==> config.mk <==
export PLATFORM = sky130hd
export DESIGN_NAME = premultiplied_alpha_compositor_top
export DESIGN_NICKNAME = d
export VERILOG_FILES = /design/src/rtl/core/pac_pkg.sv /design/src/rtl/core/premultiplied_alpha_compositor_top.sv
export SDC_FILE = /design/constraint.sdc
export NUM_CORES = 2
export LEC_CHECK = 0
export ABC_AREA = 1
export BUFFER_PORTS_ARGS = -buffer_cell sky130_fd_sc_hd__buf_2
export CAP_MARGIN = 30
export CORE_ASPECT_RATIO = 1.2
export CORE_MARGIN = 2
export CORE_UTILIZATION = 45
export DETAILED_ROUTE_END_ITERATION = 16
export HOLD_SLACK_MARGIN = 0.08
export SLEW_MARGIN = 20
export SYNTH_ARGS = -nofsm -noshare
export SYNTH_HDL_FRONTEND = slang
export SYNTH_SLANG_ARGS = --single-unit
==> constraint.sdc <==
create_clock -name i_clk -period 9.13 [get_ports i_clk]
set_input_delay 0.4565 -clock i_clk [delete_from_list [all_inputs] [get_ports i_clk]]
set_output_delay 0.4565 -clock i_clk [all_outputs]
set_load 0.01 [all_outputs]
==> src/rtl/core/pac_pkg.sv <==
`timescale 1ns / 1ps

package pac_pkg;

    // Four byte lanes of one premultiplied pixel, lane k at bits 8k+7:8k.
    typedef logic [3:0][7:0] t_px;

    // Configuration register indexes.
    typedef enum logic [2:0] {
        REG_RED_LANE      = 3'd0,
        REG_GREEN_LANE    = 3'd1,
        REG_BLUE_LANE     = 3'd2,
        REG_ALPHA_LANE    = 3'd3,
        REG_BG_MODE       = 3'd4,
        REG_FIRST_COLOR   = 3'd5,
        REG_SECOND_COLOR  = 3'd6,
        REG_PREVIEW_WIDTH = 3'd7
    } t_reg_idx;

    // Background modes; the unused code behaves as no background.
    localparam logic [1:0] BG_NONE  = 2'd0;
    localparam logic [1:0] BG_SOLID = 2'd1;
    localparam logic [1:0] BG_CHECK = 2'd2;

    localparam logic [7:0] ALPHA_MAX = 8'd255;
    localparam logic [7:0] ALPHA_MIN = 8'd0;

    // Exact floor(x / 255) for any x up to 255 * 255.
    function automatic logic [7:0] div255(input logic [15:0] x);
        logic [16:0] s;
        s = {1'b0, x} + {9'b0, x[15:8]} + 17'd1;
        return s[15:8];
    endfunction

    // floor(c * na / 255), the weighted contribution of one lane.
    function automatic logic [7:0] blend_term(input logic [7:0] c, input logic [7:0] na);
        logic [15:0] p;
        p = c * na;
        return div255(p);
    endfunction

endpackage

==> src/rtl/core/premultiplied_alpha_compositor_top.sv <==
`timescale 1ns / 1ps

// Premultiplied alpha compositor: takes one preview pixel with its back and front layer
// pixels per transfer and returns one composited pixel. The back pixel goes under the
// preview pixel, an optional solid or 16-pixel checkerboard background goes under that,
// and the front pixel goes over the result. The pipeline accepts one pixel every clock
// unless stalled. It has one stage for the back blend, one for the background, and four
// for the front blend, one per lane update, so that lanes mapped onto the same byte are
// applied in order. Backpressure stalls only the occupied stages, so bubbles are
// absorbed. Configuration must be written only while idle; the block does not enforce it.
module premultiplied_alpha_compositor_top #(
    parameter int MAX_WIDTH = 4096
) (
    input  logic        i_clk,
    input  logic        i_rst_n,

    input  logic        i_cfg_we,
    input  logic [2:0]  i_cfg_idx,
    input  logic [23:0] i_cfg_data,

    input  logic        i_in_valid,
    output logic        o_in_ready,
    input  logic [31:0] i_preview_pixel,
    input  logic [31:0] i_back_pixel,
    input  logic [31:0] i_front_pixel,
    input  logic [11:0] i_column,
    input  logic [11:0] i_row,

    output logic        o_out_valid,
    input  logic        i_out_ready,
    output logic [31:0] o_composited_pixel
);

    localparam int          NumStages = 6;
    localparam logic [31:0] MaxWidth  = 32'(MAX_WIDTH);

    // Configuration registers.
    logic [1:0]  r_lane [4];
    logic [1:0]  r_bg_mode;
    logic [23:0] r_first_color;
    logic [23:0] r_second_color;
    logic [12:0] r_width;

    always_ff @(posedge i_clk) begin
        if (!i_rst_n) begin
            r_lane[0]      <= 2'd0;
            r_lane[1]      <= 2'd1;
            r_lane[2]      <= 2'd2;
            r_lane[3]      <= 2'd3;
            r_bg_mode      <= pac_pkg::BG_NONE;
            r_first_color  <= 24'd0;
            r_second_color <= 24'd0;
            r_width        <= 13'd64;
        end else if (i_cfg_we) begin
            case (pac_pkg::t_reg_idx'(i_cfg_idx))
                pac_pkg::REG_RED_LANE:      r_lane[0]      <= i_cfg_data[1:0];
                pac_pkg::REG_GREEN_LANE:    r_lane[1]      <= i_cfg_data[1:0];
                pac_pkg::REG_BLUE_LANE:     r_lane[2]      <= i_cfg_data[1:0];
                pac_pkg::REG_ALPHA_LANE:    r_lane[3]      <= i_cfg_data[1:0];
                pac_pkg::REG_BG_MODE:       r_bg_mode      <= i_cfg_data[1:0];
                pac_pkg::REG_FIRST_COLOR:   r_first_color  <= i_cfg_data;
                pac_pkg::REG_SECOND_COLOR:  r_second_color <= i_cfg_data;
                pac_pkg::REG_PREVIEW_WIDTH: r_width        <= i_cfg_data[12:0];
                default: ;
            endcase
        end
    end

    // Pipeline flow control: a stage loads when it is empty or the stage after it moves.
    logic [NumStages-1:0] r_vld;
    logic [NumStages:0]   en;

    always_comb begin
        en[NumStages] = i_out_ready;
        for (int k = NumStages - 1; k >= 0; k--) begin
            en[k] = !r_vld[k] || en[k+1];
        end
    end

    always_ff @(posedge i_clk) begin
        if (!i_rst_n) begin
            r_vld <= '0;
        end else begin
            if (en[0]) begin
                r_vld[0] <= i_in_valid;
            end
            for (int k = 1; k < NumStages; k++) begin
                if (en[k]) begin
                    r_vld[k] <= r_vld[k-1];
                end
            end
        end
    end

    assign o_in_ready  = en[0];
    assign o_out_valid = r_vld[NumStages-1];

    // Stage A: back pixel under the preview pixel, plus checker phase and front alpha.
    pac_pkg::t_px pv, bk, fr;
    pac_pkg::t_px n_a_px;
    logic [7:0]   a_alpha, a_na, f_alpha;
    logic [4:0]   w5, diff5;
    logic         n_a_odd;

    assign pv = i_preview_pixel;
    assign bk = i_back_pixel;
    assign fr = i_front_pixel;

    always_comb begin
        logic [2:0] cnt;
        logic [7:0] t;
        logic [7:0] add;
        a_alpha = pv[r_lane[3]];
        a_na    = pac_pkg::ALPHA_MAX - a_alpha;
        for (int l = 0; l < 4; l++) begin
            // A lane named by several lane registers receives the term once per name.
            cnt = 3'(r_lane[0] == 2'(l)) + 3'(r_lane[1] == 2'(l))
                + 3'(r_lane[2] == 2'(l)) + 3'(r_lane[3] == 2'(l));
            t   = pac_pkg::blend_term(bk[l], a_na);
            add = (cnt[0] ? t : 8'd0) + (cnt[1] ? {t[6:0], 1'b0} : 8'd0)
                + (cnt[2] ? {t[5:0], 2'b0} : 8'd0);
            if (a_alpha == pac_pkg::ALPHA_MIN) begin
                n_a_px[l] = bk[l];
            end else if (a_alpha == pac_pkg::ALPHA_MAX) begin
                n_a_px[l] = pv[l];
            end else begin
                n_a_px[l] = pv[l] + add;
            end
        end
    end

    // Only bit 4 of (width - column) and of row decide the checker square parity.
    assign w5      = ({19'b0, r_width} > MaxWidth) ? MaxWidth[4:0] : r_width[4:0];
    assign diff5   = w5 - i_column[4:0];
    assign n_a_odd = diff5[4] ^ i_row[4];
    assign f_alpha = fr[r_lane[3]];

    pac_pkg::t_px r_a_px, r_a_fr;
    logic         r_a_odd;
    logic [7:0]   r_a_f;

    always_ff @(posedge i_clk) begin
        if (en[0]) begin
            r_a_px  <= n_a_px;
            r_a_fr  <= fr;
            r_a_odd <= n_a_odd;
            r_a_f   <= f_alpha;
        end
    end

    // Stage B: optional background under the pixel.
    pac_pkg::t_px n_b_px;
    logic [23:0]  bg_color;
    logic         bg_on;
    logic [7:0]   b_na;

    always_comb begin
        bg_on    = (r_bg_mode == pac_pkg::BG_SOLID) || (r_bg_mode == pac_pkg::BG_CHECK);
        bg_color = (r_bg_mode == pac_pkg::BG_CHECK && r_a_odd) ? r_second_color
                                                                 : r_first_color;
        b_na     = pac_pkg::ALPHA_MAX - r_a_px[3];
        n_b_px   = r_a_px;
        if (bg_on && r_a_px[3] != pac_pkg::ALPHA_MAX) begin
            for (int l = 0; l < 3; l++) begin
                if (r_a_px[3] == pac_pkg::ALPHA_MIN) begin
                    n_b_px[l] = bg_color[8*l +: 8];
                end else begin
                    n_b_px[l] = r_a_px[l] + pac_pkg::blend_term(bg_color[8*l +: 8], b_na);
                end
            end
            n_b_px[3] = pac_pkg::ALPHA_MAX;
        end
    end

    pac_pkg::t_px r_b_px, r_b_fr;
    logic [7:0]   r_b_f;

    always_ff @(posedge i_clk) begin
        if (en[1]) begin
            r_b_px <= n_b_px;
            r_b_fr <= r_a_fr;
            r_b_f  <= r_a_f;
        end
    end

    // Stages C0..C3: front pixel over the result, one lane register per stage.
    pac_pkg::t_px c_px_in [4];
    pac_pkg::t_px c_fr_in [4];
    logic [7:0]   c_f_in  [4];
    pac_pkg::t_px r_c_px  [4];
    pac_pkg::t_px r_c_fr  [4];
    logic [7:0]   r_c_f   [4];

    assign c_px_in[0] = r_b_px;
    assign c_fr_in[0] = r_b_fr;
    assign c_f_in[0]  = r_b_f;

    for (genvar k = 0; k < 4; k++) begin : g_front
        pac_pkg::t_px n_c_px;
        logic [1:0]   ln;
        logic [7:0]   f_na;

        if (k > 0) begin : g_link
            assign c_px_in[k] = r_c_px[k-1];
            assign c_fr_in[k] = r_c_fr[k-1];
            assign c_f_in[k]  = r_c_f[k-1];
        end

        assign ln   = r_lane[k];
        assign f_na = pac_pkg::ALPHA_MAX - c_f_in[k];

        always_comb begin
            n_c_px = c_px_in[k];
            if (c_f_in[k] == pac_pkg::ALPHA_MAX) begin
                // An opaque front pixel replaces the result; the first stage does it.
                if (k == 0) begin
                    n_c_px = c_fr_in[k];
                end
            end else if (c_f_in[k] != pac_pkg::ALPHA_MIN) begin
                n_c_px[ln] = c_fr_in[k][ln] + pac_pkg::blend_term(c_px_in[k][ln], f_na);
            end
        end

        always_ff @(posedge i_clk) begin
            if (en[k+2]) begin
                r_c_px[k] <= n_c_px;
                r_c_fr[k] <= c_fr_in[k];
                r_c_f[k]  <= c_f_in[k];
            end
        end
    end

    assign o_composited_pixel = r_c_px[3];

endmodule

; Yosys cells after proc, flatten, opt, wreduce, memory -nomap -nowiden
; Memories as Yosys holds them, arrays and structs flattened.
; Cells that the tools add are included.
[op_classes]
magnitude_cmp = 9
n_bitwise = 5
eq_ne = 27
mux = 95
addsub = 60
multipliers = 11
n_reduce_logical = 34
[op_table]
columns = operator, count
row1 = 2-to-1 mux 8 bit, 37
row2 = 2-to-1 mux 32 bit, 8
row3 = adder 16 x 1 -> 16 bit (second input constant), 11
row4 = adder 16 x 8 -> 16 bit, 11
row5 = multiplier 8 x 8 -> 16 bit, 11
row6 = binary-select mux 8 bit (select 2 bit), 10
row7 = adder 8 bit, 19
row8 = bitwise mux 32 bit, 4
row9 = demux 8 bit (select 2 bit), 4
row10 = 2-to-1 mux 24 bit, 2
row11 = subtractor 8 bit (first input constant), 6
row12 = == test 8 bit (second input constant), 5
row13 = nonzero test 8 bit, 4
row14 = 2-to-1 mux 1 bit, 25
row15 = == test 2 bit (second input constant), 9
row16 = zero test 8 bit, 2
row17 = greater-than comparator 13 bit (second input constant), 1
row18 = adder 2 x 1 -> 3 bit, 4
row19 = adder 3 x 1 -> 3 bit, 4
row20 = == test 3 bit (second input constant), 4
row21 = < comparator 2 x 3 -> 1 bit (second input constant), 4
row22 = == test 2 x 1 -> 1 bit (second input constant), 5
row23 = adder 1 x 1 -> 2 bit, 4
row24 = greater-or-equal comparator 2 x 1 -> 1 bit (second input constant), 4
row25 = 14 further kinds, 43
[totals]
ram_bits = 296
word_cells = 274
input_bits = 152
ff_bits = 214
memories = 4
output_inout_bits = 34
[mem_list]
columns = memory, words, word_bits, read_ports, rd_clocked_by_memory_dff, wr, line_no
row1 = r_c_fr, 4, 32, 3, 0, 4, premultiplied_alpha_compositor_top.sv:191  ; pac_pkg::t_px r_c_fr [4];
row2 = r_c_px, 4, 32, 4, 0, 4, premultiplied_alpha_compositor_top.sv:190  ; pac_pkg::t_px r_c_px [4];
row3 = r_c_f, 4, 8, 3, 0, 4, premultiplied_alpha_compositor_top.sv:192  ; logic [7:0] r_c_f [4];
row4 = r_lane, 4, 2, 4, 0, 4, premultiplied_alpha_compositor_top.sv:38  ; logic [1:0] r_lane [4];

; Longest topological paths before layout
; An unclocked memory read counts as a cell.
[depth]
depth_word = 13
mapped_depth = 61
mapped_depth_nobuf = 58

; Worst setup path before layout
; Ideal clock, no wire load.
[synth_timing]
path_kind = register -> register
from = mem r_lane[3][1], in the netlist r_lane[0][7]
to = reg r_a_px[7] in the netlist's numbering, data pin
arrival_time_ns = 8.890
stages_incl_launch_ff = 57
n_path_buf = 3
synth_period_minus_slack_ns = 9.142
setup_slack_ns = -0.012
required_time_ns = 8.878
setup_time_ns = 0.252
cell_sequence = edfxtp_1 -> inv_1 -> nand2_1 -> buf_4 -> o22ai_1 -> a21oi_1 -> o21a_1 -> inv_1 -> clkbuf_1 -> buf_1 -> nor2_1 -> fa_1 -> fa_1 -> fa_1 -> inv_1 -> fa_1 -> inv_1 -> ha_1 -> [21 not listed] -> fa_1 -> fa_1 -> inv_1 -> ha_1 -> a21oi_1 -> nand2_1 -> a21oi_1 -> nor2_1 -> nor2_1 -> xor2_1 -> xor2_1 -> inv_1 -> nand4_1 -> nand2_1 -> nand3_1 -> nand3_1 -> nand2_1 -> nand2_1
[synth_lines]
columns = element, line_no
row1 = from (decl), premultiplied_alpha_compositor_top.sv:38
row2 = to (signal assigned), premultiplied_alpha_compositor_top.sv:144  ; r_a_px <= n_a_px;
row3 = to (decl), premultiplied_alpha_compositor_top.sv:138  ; pac_pkg::t_px r_a_px, r_a_fr;

==> results.sh <==
export IMPL_areaGrowthSynthToFinish_pct=17.0
export IMPL_required_ns=9.52
export IMPL_drc=0
export IMPL_async_flop_share_pct=0
export IMPL_antenna_found_initial=10
export IMPL_fin_util_pct=52.9
export IMPL_grt_start_max_net_pins=75
export IMPL_seq_area_frac_synth_pct=25.6
export IMPL_dpl_cell_area_mm2=0.0570
export IMPL_synth_edf_count=401
export IMPL_end_kind="flip-flop"
export IMPL_die_area_mm2=0.119
export IMPL_dp_slack_ns=-0.156
export IMPL_rsz0062_at_grt="true"
export IMPL_critPathArrivalTime_ns=9.42
export IMPL_drt_iter0_drc=2953
export IMPL_finalSetupViolCount=0
export IMPL_maxCapViolCount=0
export IMPL_num_io_pins=186
export IMPL_setup_tns_final_ns=0
export IMPL_finalHoldViolations=0
export IMPL_dp_hpwl_um=133000
export IMPL_slowest_delay_ns=0.53
export IMPL_io_buffers=167
export IMPL_syn_nets=7729
export IMPL_cp_start_kind="flip-flop"
export IMPL_track_usage_pct=26.8
export IMPL_fin_ws_ns=0.0968
export IMPL_clockBufferDepth=3
export IMPL_fp_dieW_um=316
export IMPL_netlist_area_mm2=0.0524
export IMPL_insertion_delay_ns=0.64
export IMPL_numCtsBuffers=51
export IMPL_yosys_warnings=0
export IMPL_place_congestion=0.986
export IMPL_drtAntennaViolNets=0
export IMPL_drt_wl_total_um=162000
export IMPL_nets=8229
export IMPL_rows=137
export IMPL_path_class="reg -> reg"
export IMPL_ys_ff_latch=470
export IMPL_routedWlPerCell_um=18.7
export IMPL_period_share_pct=98.9
export IMPL_max_freq_mhz=111
export IMPL_status="finished, final reports clean"
export IMPL_period_needed_ns=9.03
export IMPL_stdcell_area_mm2=0.0613
export IMPL_netlist_instances=6564
export IMPL_drt_vias_per_instance=5.22
export IMPL_core_area_mm2=0.116
export IMPL_die_h_um=378
export IMPL_worstMarginPinSlew_ns=0.970
export IMPL_cts_root_buf="clkbuf_16"
export IMPL_grt_ovfl_total=0
export IMPL_slew_headroom_pct=35.4
export IMPL_clock_skew_ns=0.0520
export IMPL_drv_slew=0
export IMPL_cts_tree="built"
export IMPL_drive_above_1_share_pct=14.7
export IMPL_path_max_fanout=6
export IMPL_path_clk_slew_ns=0.07
export IMPL_htree_levels=2
export IMPL_grt_pass1_wl_um=248000
export IMPL_initial_core_util_pct=45.2
export IMPL_cts_sinks=470
export IMPL_crit_path_top_delay_cell="fa_1"
export IMPL_dr_pass1_iters=6
export IMPL_vias=45099
export IMPL_synthFlopType="edfxtp_1"
export IMPL_grt_pass1_vias=44615
export IMPL_syn_area_per_cell_um2=7.99
export IMPL_min_delay_path_class="in -> reg"
export IMPL_cp_common_cell="nand2_1"
export IMPL_ys_types=65
-- area by class of cell --
type | count | area [µm²]
Timing Repair Buffer | 580 | 4370
Inverter | 1349 | 5090
Tap cell | 1529 | 1910
Clock buffer | 63 | 1360
Sequential cell | 470 | 13400
Antenna cell | 11 | 27.5
Fill cell | 11194 | 54600
Multi-Input combinational cell | 4612 | 34700
Clock inverter | 32 | 455
-- path summary, 6_finish.rpt --
path                      from           end  slack (ns)  cells past startpoint
min reg2reg         r_a_fr[29]  c_fr_in[125]        0.41                      0
min          i_front_pixel[24]    r_a_fr[24]        0.08                      1
max               r_lane[0][7]    r_a_px[23]         0.1                     56
max reg2reg       r_lane[0][7]    r_a_px[23]         0.1                     56
-- worst max-delay path, delay by kind of cell, from the launching register on --
family / cells / cell delay (ns)
fa+ha+maj: 9 / 3.74
simple gates: 24 / 1.78
buf+inv: 14 / 1.40
compound gates: 6 / 0.86
xor+xnor: 3 / 0.58
flops: 1 / 0.42
-- per-layer routing --
layer  global-route usage (%)  vias to the layer above  wire (µm)
li1                         -                    21895          -
met1                     32.2                    21622      64200
met2                     48.6                     1229      81900
met3                     2.69                      349       7760
met4                     11.3                        4       7850
met5                        0                        -         26
-- timing repair --
item                                    4_1_cts  5_1_grt
buffers inserted                              3       85
endpoints found under the hold margin        17        1
resized for setup                            11      349
hold buffers                                 17        1
pin swaps                                     2      133
endpoints found under the setup margin        5       62
gates cloned                                  0        5
-- through the flow --
step                instances  hold WS [ns]
floorplan                6564         0.400
global placement         8429         0.400
detailed placement       8431         0.405
CTS                      8546        0.0806
global route             8643        0.0850
finish                   8646        0.0846
-- layout by cell type (no fill, tap or decap), types with 167 or more instances in the layout --
cell,instances
inv_1,1285
fa_1,442
nand2_1,1231
nand3_1,260
edfxtp_1,401
buf_4,353
nor2_1,707
a21oi_1,290
buf_2,167
ha_1,527
o21ai_0,260
-- flip-flops by register name, indices dropped and copies added (netlist names), 13 cells and up --
signal and flops:
r_width 13, c_fr_in 32, r_a_fr 32, r_c_fr 96, r_c_f 24, r_c_px 128, r_first_color 24, r_second_color 24
r_a_px 32, c_px_in 32
-- cells by family after synthesis --
| logic type | Yosys count | synth area share, % |
|---|---|---|
| AO/OA/AOI/OAI | 883 | 9.73 |
| XOR/XNOR | 198 | 3.38 |
| adder cells (fa/ha/maj) | 1013 | 30.7 |
| buffers and inverters | 1482 | 10.7 |
| flip-flops | 470 | 25.6 |
| multiplexers | 1 | 0.0191 |
| AND/OR/NAND/NOR | 2517 | 19.8 |
-- Yosys cell counts, types with 19 or more instances --
cell	number	area share, %
nor4_1	22	0.26
o211ai_1	19	0.27
o21ai_1	34	0.32
edfxtp_1	401	23
fa_1	455	17
nand2_1	1297	9.3
dfxtp_1	69	2.6
inv_1	1329	9.5
xnor2_1	57	0.95
o21bai_1	22	0.32
a22oi_1	67	0.96
ha_1	558	13
nor3_1	32	0.31
o22ai_1	33	0.39
o21ai_0	273	2.6
nand3_1	272	2.6
or2_2	23	0.27
o21a_1	28	0.40
a21oi_1	322	3.1
clkbuf_1	108	0.77
xor2_1	136	2.3
nand4_1	52	0.62
nor2_1	742	5.3
Power is not shown: default switching activity piles up to over one toggle a cycle in this logic, so the estimate is an artifact.
